**config.mk**
```make
export PLATFORM = sky130hd
export DESIGN_NAME = grid_rect_first_fit_allocator_unit_flat
export DESIGN_NICKNAME = d
export VERILOG_FILES = /design/src/hw/rtl/grfa_pkg.sv /design/src/hw/rtl/grfa_stream_if.sv /design/src/hw/rtl/grfa_ctrl.sv /design/src/hw/rtl/grfa_datapath.sv /design/src/hw/rtl/grid_rect_first_fit_allocator_unit.sv /design/src/flat_wrapper.sv
export SDC_FILE = /design/constraint.sdc
export NUM_CORES = 1
export LEC_CHECK = 0
export BUFFER_PORTS_ARGS = -buffer_cell sky130_fd_sc_hd__clkbuf_2
export CAP_MARGIN = 0
export CORE_UTILIZATION = 50
export CTS_CLUSTER_SIZE = 24
export DETAILED_ROUTE_END_ITERATION = 8
export PLACE_DENSITY = 0.73
export RECOVER_POWER = 25
export SETUP_SLACK_MARGIN = 0.2
export SLEW_MARGIN = 20
export SYNTH_ARGS = -nofsm -noshare
export SYNTH_HDL_FRONTEND = slang
export SYNTH_SLANG_ARGS = --single-unit
```
**constraint.sdc**
```tcl
create_clock -name i_clk -period 7 [get_ports i_clk]
set_clock_uncertainty 0.15 [all_clocks]
set_input_delay 0.35 -clock i_clk [delete_from_list [all_inputs] [get_ports i_clk]]
set_output_delay 0.35 -clock i_clk [all_outputs]
set_load 0.05 [all_outputs]
```
**src/hw/rtl/grfa_pkg.sv**
```systemverilog
// shared types and codes of the grid rectangle allocator
`default_nettype none

package grfa_pkg;

    // request operation codes
    localparam logic OP_CLEAR = 1'b0;

    // response status codes
    localparam logic [1:0] STATUS_PLACED  = 2'd0;
    localparam logic [1:0] STATUS_NO_ROOM = 2'd1;
    localparam logic [1:0] STATUS_CLEARED = 2'd2;

    // placed item count saturates here
    localparam logic [6:0] COUNT_MAX = 7'd127;

    typedef struct packed {
        logic       op;
        logic [3:0] rect_width;
        logic [3:0] rect_height;
    } t_req;

    typedef struct packed {
        logic [1:0] status;
        logic [6:0] slot;
        logic [6:0] item_count;
    } t_rsp;

    // controller to datapath
    typedef struct packed {
        logic load;
        logic clear;
        logic step;
        logic commit;
        logic no_room;
        logic emit;
    } t_dp_cmd;

    // datapath to controller
    typedef struct packed {
        logic fit;
        logic last;
    } t_dp_sts;

endpackage

`default_nettype wire

```
**src/hw/rtl/grfa_stream_if.sv**
```systemverilog
// valid/ready stream interface with a typed payload
`default_nettype none

interface grfa_stream_if #(
    parameter type t_payload = logic
);
    logic     valid;
    logic     ready;
    t_payload payload;

    modport source (output valid, output payload, input ready);
    modport sink   (input valid, input payload, output ready);
endinterface

`default_nettype wire

```
**src/hw/rtl/grfa_ctrl.sv**
```systemverilog
// sequencing state machine of the grid rectangle allocator
`default_nettype none

module grfa_ctrl
    import grfa_pkg::*;
(
    input  wire logic    i_clk,
    input  wire logic    i_rst_n,
    input  wire logic    i_in_valid,
    input  wire logic    i_op,
    output logic         o_in_ready,
    input  wire logic    i_out_ready,
    output logic         o_out_valid,
    input  wire t_dp_sts i_sts,
    output t_dp_cmd      o_cmd
);

    localparam logic [1:0] S_IDLE = 2'd0;
    localparam logic [1:0] S_SCAN = 2'd1;
    localparam logic [1:0] S_DONE = 2'd2;

    logic [1:0] r_state;
    logic [1:0] n_state;
    logic       r_out_valid;
    logic       n_out_valid;

    always_comb begin
        n_state     = r_state;
        n_out_valid = r_out_valid && !i_out_ready;
        o_cmd       = '0;
        unique case (r_state)
            S_IDLE: begin
                if (i_in_valid) begin
                    if (i_op == OP_CLEAR) begin
                        o_cmd.clear = 1'b1;
                        n_state     = S_DONE;
                    end else begin
                        o_cmd.load = 1'b1;
                        n_state    = S_SCAN;
                    end
                end
            end
            S_SCAN: begin
                priority if (i_sts.fit) begin
                    o_cmd.commit = 1'b1;
                    n_state      = S_DONE;
                end else if (i_sts.last) begin
                    o_cmd.no_room = 1'b1;
                    n_state       = S_DONE;
                end else begin
                    o_cmd.step = 1'b1;
                end
            end
            S_DONE: begin
                // output register free or being emptied this cycle
                if (!r_out_valid || i_out_ready) begin
                    o_cmd.emit  = 1'b1;
                    n_out_valid = 1'b1;
                    n_state     = S_IDLE;
                end
            end
            default: begin
                n_state = S_IDLE;
            end
        endcase
    end

    always_ff @(posedge i_clk) begin
        if (!i_rst_n) begin
            r_state     <= S_IDLE;
            r_out_valid <= 1'b0;
        end else begin
            r_state     <= n_state;
            r_out_valid <= n_out_valid;
        end
    end

    assign o_in_ready  = (r_state == S_IDLE);
    assign o_out_valid = r_out_valid;

endmodule

`default_nettype wire

```
**src/hw/rtl/grfa_datapath.sv**
```systemverilog
// occupancy bitmap, scan counters and fit check of the grid rectangle allocator
`default_nettype none

module grfa_datapath
    import grfa_pkg::*;
#(
    parameter int GRID_COLS = 8,
    parameter int GRID_ROWS = 15
) (
    input  wire logic    i_clk,
    input  wire logic    i_rst_n,
    input  wire t_req    i_req,
    input  wire t_dp_cmd i_cmd,
    output t_dp_sts      o_sts,
    output t_rsp         o_rsp
);

    localparam int CW = (GRID_COLS > 1) ? $clog2(GRID_COLS) : 1;
    localparam int RW = (GRID_ROWS > 1) ? $clog2(GRID_ROWS) : 1;
    localparam int IW = (GRID_COLS * GRID_ROWS > 1) ? $clog2(GRID_COLS * GRID_ROWS) : 1;

    logic [GRID_COLS-1:0] r_map [GRID_ROWS];
    logic [3:0]           r_w;
    logic [3:0]           r_h;
    logic [CW-1:0]        r_col;
    logic [RW-1:0]        r_row;
    logic [IW-1:0]        r_idx;
    logic [6:0]           r_count;
    logic [6:0]           n_count;
    t_rsp                 r_res;
    t_rsp                 r_out;

    logic [GRID_COLS-1:0] col_mask;
    logic [GRID_ROWS-1:0] row_band;
    logic                 hit;
    logic                 col_ok;
    logic                 row_ok;
    logic                 start_free;
    logic [GRID_COLS-1:0] start_row;

    // columns covered by the rectangle at the current start column
    always_comb begin
        for (int c = 0; c < GRID_COLS; c++) begin
            col_mask[c] = (7'(c) >= 7'(r_col)) && (7'(c) < 7'(r_col) + 7'(r_w));
        end
    end

    // rows covered, and any occupied cell under the rectangle
    always_comb begin
        hit = 1'b0;
        for (int r = 0; r < GRID_ROWS; r++) begin
            row_band[r] = (7'(r) >= 7'(r_row)) && (7'(r) < 7'(r_row) + 7'(r_h));
            hit         = hit | (row_band[r] & (|(r_map[r] & col_mask)));
        end
    end

    assign col_ok     = (7'(r_col) + 7'(r_w)) <= 7'(GRID_COLS);
    assign row_ok     = (7'(r_row) + 7'(r_h)) <= 7'(GRID_ROWS);
    assign start_row  = r_map[r_row];
    assign start_free = !start_row[r_col];

    assign o_sts.fit  = start_free && col_ok && row_ok && !hit;
    assign o_sts.last = (r_row == RW'(GRID_ROWS - 1)) && (r_col == CW'(GRID_COLS - 1));

    assign n_count = (r_count != COUNT_MAX) ? r_count + 7'd1 : r_count;

    // bitmap and count
    always_ff @(posedge i_clk) begin
        if (!i_rst_n) begin
            for (int r = 0; r < GRID_ROWS; r++) begin
                r_map[r] <= '0;
            end
            r_count <= '0;
        end else if (i_cmd.clear) begin
            for (int r = 0; r < GRID_ROWS; r++) begin
                r_map[r] <= '0;
            end
            r_count <= '0;
        end else if (i_cmd.commit) begin
            for (int r = 0; r < GRID_ROWS; r++) begin
                if (row_band[r]) begin
                    r_map[r] <= r_map[r] | col_mask;
                end
            end
            r_count <= n_count;
        end
    end

    // scan position, size, result and output registers
    always_ff @(posedge i_clk) begin
        if (i_cmd.load) begin
            r_w   <= i_req.rect_width;
            r_h   <= i_req.rect_height;
            r_col <= '0;
            r_row <= '0;
            r_idx <= '0;
        end else if (i_cmd.step) begin
            r_idx <= r_idx + IW'(1);
            if (r_col == CW'(GRID_COLS - 1)) begin
                r_col <= '0;
                r_row <= r_row + RW'(1);
            end else begin
                r_col <= r_col + CW'(1);
            end
        end
        if (i_cmd.clear) begin
            r_res <= '{status: STATUS_CLEARED, slot: 7'd0, item_count: 7'd0};
        end else if (i_cmd.commit) begin
            r_res <= '{status: STATUS_PLACED, slot: 7'(r_idx), item_count: n_count};
        end else if (i_cmd.no_room) begin
            r_res <= '{status: STATUS_NO_ROOM, slot: 7'd0, item_count: r_count};
        end
        if (i_cmd.emit) begin
            r_out <= r_res;
        end
    end

    assign o_rsp = r_out;

endmodule

`default_nettype wire

```
**src/hw/rtl/grid_rect_first_fit_allocator_unit.sv**
```systemverilog
// top level of the grid first-fit rectangle allocator
//
//  channel | dir | payload                               | transfer when
//  i_req   | in  | op, rect_width, rect_height           | valid & ready
//  o_rsp   | out | status, slot, item_count              | valid & ready
//
// a clear goes from idle straight to the done state, which hands its result to the output register
// a place loads the size and tries start cells in row-major order, at most GRID_ROWS*GRID_COLS,
// then goes to the done state; the next request is taken only once the unit is back in idle
// the scan tests one start cell per cycle against the whole bitmap
// reset is synchronous and clears the bitmap and the count at once; no clearing pass
// a result waiting on o_rsp does not block the next request transfer; the scan
// holds its result until the output register is free
`default_nettype none

module grid_rect_first_fit_allocator_unit
    import grfa_pkg::*;
#(
    parameter int GRID_COLS = 8,
    parameter int GRID_ROWS = 15
) (
    input  wire logic      i_clk,
    input  wire logic      i_rst_n,
    grfa_stream_if.sink    i_req,
    grfa_stream_if.source  o_rsp
);

    t_dp_cmd dp_cmd;
    t_dp_sts dp_sts;
    t_req    req_payload;
    t_rsp    rsp_payload;

    assign req_payload = i_req.payload;

    // sequencer: idle, scan, hand result to output register
    grfa_ctrl u_ctrl (
        .i_clk       (i_clk),
        .i_rst_n     (i_rst_n),
        .i_in_valid  (i_req.valid),
        .i_op        (req_payload.op),
        .o_in_ready  (i_req.ready),
        .i_out_ready (o_rsp.ready),
        .o_out_valid (o_rsp.valid),
        .i_sts       (dp_sts),
        .o_cmd       (dp_cmd)
    );

    // bitmap, scan position, fit check, result and output registers
    grfa_datapath #(
        .GRID_COLS (GRID_COLS),
        .GRID_ROWS (GRID_ROWS)
    ) u_dp (
        .i_clk   (i_clk),
        .i_rst_n (i_rst_n),
        .i_req   (req_payload),
        .i_cmd   (dp_cmd),
        .o_sts   (dp_sts),
        .o_rsp   (rsp_payload)
    );

    assign o_rsp.payload = rsp_payload;

endmodule

`default_nettype wire

```
**src/flat_wrapper.sv**
```systemverilog
// flat-port wrapper written by rule: the top's interface ports become plain ports
module grid_rect_first_fit_allocator_unit_flat import grfa_pkg::*;
#(
    parameter int GRID_COLS = 8,
    parameter int GRID_ROWS = 15
)
  (i_clk, i_rst_n, i_req_valid, i_req_payload, i_req_ready, o_rsp_valid, o_rsp_payload, o_rsp_ready);
  grfa_stream_if #(.t_payload(t_req)) i_req_i ();
  grfa_stream_if #(.t_payload(t_rsp)) o_rsp_i ();
  input  wire logic i_clk;
  input  wire logic i_rst_n;
  input wire logic [$bits(i_req_i.valid)-1:0] i_req_valid;
  input wire logic [$bits(i_req_i.payload)-1:0] i_req_payload;
  output wire logic [$bits(i_req_i.ready)-1:0] i_req_ready;
  output wire logic [$bits(o_rsp_i.valid)-1:0] o_rsp_valid;
  output wire logic [$bits(o_rsp_i.payload)-1:0] o_rsp_payload;
  input wire logic [$bits(o_rsp_i.ready)-1:0] o_rsp_ready;
  assign i_req_i.valid = i_req_valid;
  assign i_req_i.payload = i_req_payload;
  assign i_req_ready = i_req_i.ready;
  assign o_rsp_valid = o_rsp_i.valid;
  assign o_rsp_payload = o_rsp_i.payload;
  assign o_rsp_i.ready = o_rsp_ready;
  grid_rect_first_fit_allocator_unit #(.GRID_COLS(GRID_COLS), .GRID_ROWS(GRID_ROWS)) u_core (.i_clk(i_clk), .i_rst_n(i_rst_n), .i_req(i_req_i), .o_rsp(o_rsp_i));
endmodule
```
==> results of run 1 <==
[logic make-up (layout without fill, tap and decap cells)]
| family | count (synthesis) | after routing | share of synthesized area [%] |
|---|---|---|---|
| flops | 188 | 188 | 49.0 |
| buf+inv | 83 | 121 | 3.48 |
| xor+xnor | 4 | 4 | 0.407 |
| compound gates | 331 | 331 | 23.0 |
| simple gates | 235 | 235 | 12.9 |
| fa+ha+maj | 18 | 18 | 2.30 |
| mux | 65 | 65 | 8.84 |
[cell usage in the layout (no fill, tap or decap), drive strengths merged, types with 32 or more instances in the layout]
cell type,Yosys,final
nand2,46,46
o21ai,40,40
buf,23,32
o21a,114,114
nand3,32,32
clkbuf,44,50
nor2,41,41
dfxtp,52,52
a21oi,45,45
edfxtp,136,136
[power breakdown]
group / switching [W] / internal (W)
registers: 0.0000674 / 0.00125
clock network: 0.000538 / 0.000505
logic: 0.000429 / 0.000181
[worst max-delay path: stages (launching register included)]
cell	delay, ns
dfxtp_1	0.43
ha_1	0.33
fa_1	0.65
nor2_1	0.25
and4_1	0.49
o21ai_2	0.27
and2_0	0.81
a222oi_1	0.57
a31oi_1	0.17
or3_1	0.48
or3_2	0.49
buf_4	0.27
o21ai_0	0.41
buf_4	0.24
[path summary, 6_finish.rpt]
| path | start | to | slack (ns) |
|---|---|---|---|
| worst max-delay path | u_core.u_dp.r_col[0] | u_core.u_dp.r_map[3][7] | 0.66 |
| worst min-delay path | i_req_payload[8] | u_core.u_ctrl.r_state[1] | 0.02 |
| worst max register to register | u_core.u_dp.r_col[0] | u_core.u_dp.r_map[3][7] | 0.66 |
| worst min register to register | u_core.u_dp.r_res[1] | u_core.u_dp.o_rsp[1] | 0.29 |
[sequential cells by signal, indices dropped and copies added, names as in the netlist, named ones only]
name                       flops
u_core.u_ctrl.o_out_valid      1
u_core.u_ctrl.r_state          2
u_core.u_dp.o_rsp             16
u_core.u_dp.r_col              3
u_core.u_dp.r_count            7
u_core.u_dp.r_h                4
u_core.u_dp.r_idx              7
u_core.u_dp.r_map            120
u_core.u_dp.r_res             16
u_core.u_dp.r_row              4
u_core.u_dp.r_w                4
[layer usage]
metal  up-vias  routed length (um)
met1      4105               12100
met5         -                   0
met4         0                1580
met3       132                3030
li1       3692                   -
met2       544               13500
[cell type report]
type                            instances  area (um2)  share of cell area (%)
Timing Repair Buffer                   73         457                    3.93
Clock buffer                           17         425                    3.66
Sequential cell                       188        5130                    44.1
Clock inverter                         15         220                    1.90
Tap cell                              270         338                    2.91
Multi-Input combinational cell        653        4990                    42.9
Inverter                               16        60.1                   0.517
[through the flow]
step	worst slack, ns	std cells	util [%]
after global placement	1.19	1192	53.7
final	0.660	1232	57.0
after CTS	1.05	1232	57.2
after floorplan	1.97	924	-
after detailed placement	1.11	1192	53.7
after global routing	0.343	1232	57.0
==> results_dict.tcl, run 1 <==
set metrics [dict create \
    finalMaxSlewViolations 21 \
    gp_congestion 0.998 \
    status "finished with violations" \
    placementRows 52 \
    diodes 0 \
    design_power_total_w 0.00297 \
    grt_max_degree 36 \
    placed_area_um2 10900 \
    syn_nets 955 \
    yosysUniqueCellTypes 82 \
    whs_ns 0.0240 \
    yosysSeqAreaShare_pct 49.0 \
    num_vias 8473 \
    grt_pass1_wl_um 47100 \
    yosys-top-cells-area "edfxtp_1, dfxtp_1, o21a_1, mux4_2, mux2i_1" \
    syn_to_final_growth_pct 11.1 \
    clock-root-buffer "clkbuf_16" \
    clk_pin_slew_ns 0.09 \
    dieArea_um2 21500 \
    p_leak_nw 4.05 \
    finalHoldViolCount 0 \
    yosys_warnings 0 \
    synth_edf_count 136 \
    n_fill_cell 1712 \
    setup_viol 0 \
    crit_path_start_kind "flop" \
    hold_path.class "in -> reg" \
    synth_most_common_cell "edfxtp_1" \
    async_flop_share_pct 0 \
    path_max_fanout 22 \
    required_ns 7.02 \
    wire_per_inst_um 24.5 \
    post_cts_buffers 0 \
    syn_area_um2 10500 \
    max_cap_viol_count 1 \
    cts_resized 0 \
    drive_gt1_share_pct 15.2 \
    drc 0 \
    cts_tree "yes" \
    yosys.area.top_type "edfxtp_1" \
    use_met3_pct 6.41 \
    antenna_left 0 \
    fin_crit_sh_pct 90.6 \
    violations "capacitance limit, slew limit" \
    gr-usage-met2_pct 44.1 \
    synth_top_area_share_pct 39.1 \
    crit_path_end_kind "flop" \
    fmax_ghz 0.158 \
    fin_nets 980 \
    r2r_cells 13 \
    setup_tns_ns 0 \
    crit_type "reg -> reg" \
    worst_pin_slew_ns 1.61 \
    dr.pass1.iters 6 \
    start_util_pct 51.3 \
    ys_seq_elements 188 \
    vdd_ir_drop_max_uv 196 \
    cts_sinks 188 \
    ctsHoldBuffers 8 \
    grt_busiest_layer "met2" \
    insertion_delay_ns 0.46 \
    period_minus_slack_ns 6.34 \
    dp_hpwl_um 20900 \
    cts_buffers 17 \
    antenna_found_initial 0 \
    core_area_um2 20400 \
    synth_top_cells_by_count "edfxtp_1, o21a_1, dfxtp_1, nand2_1, a21oi_1" \
    grtUsageTotal_pct 29.0 \
    ys.flop_type "edfxtp_1" \
    drt-initial-drc-count 1207 \
    wl_um 30200 \
    grt_setup_unrepaired "false" \
    port_buffers 30 \
    routed_via_density 6.88 \
    clk_path_buf_depth 2 \
    arrival_ns 6.36 \
    io_pins 31 \
    htree_levels 4 \
    die_h_um 147 \
    p_per_area_nw_per_um2 255 \
    relSlewSlack_pct -7.69 \
    grt_pass1_vias 8076 \
    fin_area_um2 11600 \
    netlist_instances 924 \
    overflow 0 \
    die_w_um 147 \
    use_met1_pct 38.6 \
    min_delay_path_depth 3 \
    avgSynthCellArea_um2 11.3 \
]
Power figures use the tool's default switching activity.
==> inputs of run 2 (changes only) <==
Settings changed: CTS_BUF_LIST set to sky130_fd_sc_hd__clkbuf_8.
==> run 2 against run 1 <==
Compared with the run above:
- the flow now finishes without violations
- setup slack improved by 0.053 ns
- clock power decreased by 24%
- first-iteration DRC count decreased by 4.1%
- highest routed layer unchanged
==> results_dict.tcl, run 2 (synthesized netlist as in run 1, its figures left out) <==
set metrics [dict create \
    drive_gt1_share_pct 15.0 \
    worst_pin_slew_ns 1.14 \
    p_leak_nw 3.97 \
    design_power_total_w 0.00272 \
    finalMaxSlewViolations 0 \
    insertion_delay_ns 0.49 \
    io_pins 31 \
    htree_levels 4 \
    power_frac_comb_pct 22.5 \
    required_ns 7.24 \
    drc 0 \
    vdd_ir_drop_max_uv 126 \
    relSlewSlack_pct 24.0 \
    crit_chain "ha_1 -> fa_1 -> nor2_1 -> and4_1 -> o21ai_1 -> and2_1 -> buf_4 -> a22oi_1 -> a31oi_1 -> or3_1 -> nor3_1 -> clkbuf_1 -> nand4_1 -> o211a_1" \
    die_w_um 147 \
    wire_per_inst_um 24.1 \
    reg2reg_from "u_core.u_dp.r_col[0]" \
    dp_hpwl_um 20900 \
    placed_area_um2 10900 \
    worst_path_max_delay_cell "nor3_1" \
    clk_pin_slew_ns 0.13 \
    grtUsageTotal_pct 28.6 \
    grt_max_degree 36 \
    period_minus_slack_ns 6.29 \
    layout_common_cells "edfxtp_1, o21a_1, dfxtp_1" \
    crit_path_start_kind "flop" \
    grt_pass1_vias 8047 \
    arrival_ns 6.53 \
    die_h_um 147 \
    setup_tns_ns 0 \
    dr.pass1.iters 6 \
    switching_share_pct 36.6 \
    gp_congestion 0.998 \
    hold_start "o_rsp_ready" \
    largest_reg_flops 120 \
    crit_start "u_core.u_dp.r_col[0]" \
    p_int_w 0.00172 \
    num_vias 8405 \
    path_max_fanout 15 \
    fin_nets 983 \
    drt-initial-drc-count 1158 \
    cts_sinks 188 \
    cts_tree "yes" \
    dieArea_um2 21500 \
    regMostFlops "u_core.u_dp.r_map" \
    p_sw_w 0.000994 \
    critPathMaxStageDelay_ns 0.79 \
    r2r_slack_ns 0.71 \
    max_cap_viol_count 0 \
    setup_viol 0 \
    fmax_ghz 0.159 \
    placementRows 52 \
    n_fill_cell 1733 \
    p_clk_share_pct 29.2 \
    diodes 0 \
    clk_path_buf_depth 2 \
    clock-root-buffer "clkbuf_8" \
    syn_to_final_growth_pct 9.51 \
    hold_path.class "in -> reg" \
    start_util_pct 51.3 \
    wl_um 29800 \
    finalHoldViolCount 0 \
    cts_resized 0 \
    crit_path_end_kind "flop" \
    p_per_area_nw_per_um2 237 \
    core_area_um2 20400 \
    sequentialPowerShare_pct 48.3 \
    status "completed" \
    fin_area_um2 11500 \
    whs_ns 0.0621 \
    post_cts_buffers 0 \
    overflow 0 \
    cts_buffers 17 \
    port_buffers 30 \
    fin_crit_sh_pct 89.8 \
    layout_commonest_cell "edfxtp_1" \
    antenna_found_initial 0 \
    grt_pass1_wl_um 46900 \
    grt_setup_unrepaired "false" \
    routed_via_density 6.81 \
    antenna_left 0 \
    crit_type "reg -> reg" \
]
[run 2: worst max-delay path, delay by kind of cell, from the launching register on]
| kind | cells | cell delay, ns |
|---|---|---|
| simple gates | 6 | 2.72 |
| compound gates | 4 | 0.89 |
| buf+inv | 2 | 0.98 |
| fa+ha+maj | 2 | 0.97 |
| flops | 1 | 0.45 |
[run 2: path summary, 6_finish.rpt]
path | endpoint | cells past startpoint
max reg2reg | u_core.u_dp.r_res[4] | 14
min reg2reg | u_core.u_dp.o_rsp[6] | 0
min | u_core.u_ctrl.o_out_valid | 3
max | u_core.u_dp.r_res[4] | 14
[run 2: stage by stage]
stage | utilization [%] | worst slack, ns | std cells
4_1_cts | 56.4 | 1.03 | 1235
5_1_grt | 56.2 | 0.528 | 1235
2_1_floorplan | - | 1.97 | 924
3_5_place_dp | 53.7 | 1.11 | 1192
3_3_place_gp | 53.7 | 1.19 | 1192
6_report | 56.2 | 0.712 | 1235
[run 2: per-layer routing]
metal / vias up / global-route usage [%] / share of wire [%]
met4: 0 / 14.2 / 4.8
met5: - / 0 / 0
met2: 548 / 43.1 / 44
met3: 121 / 7.19 / 11
met1: 4023 / 38.5 / 40
li1: 3713 / - / -
[run 2: final cells by class]
type,instances,area [um2],share of cell area (%)
flip-flops and latches,188,5130,44.8
multi-input cells,653,4990,43.6
repair buffers,76,483,4.22
well taps,270,338,2.95
clock buffers,17,234,2.04
clock inverters,15,220,1.92
inverters,16,60.1,0.524
[run 2: repair_timing]
action,in CTS,in global routing
endpoints found under the hold margin,11,0
setup endpoints to repair,0,0
hold buffers,11,0
[run 2: power groups by stage]
stage	clock, W	sequential, W	combinational, W
global route	0.000849	0.00132	0.000642
finish	0.000795	0.00131	0.000611
global placement	0	0.00133	0.000576
detailed placement	0	0.00134	0.000582
CTS	0.000809	0.00131	0.000590
floorplan	0	0.00132	0.000388
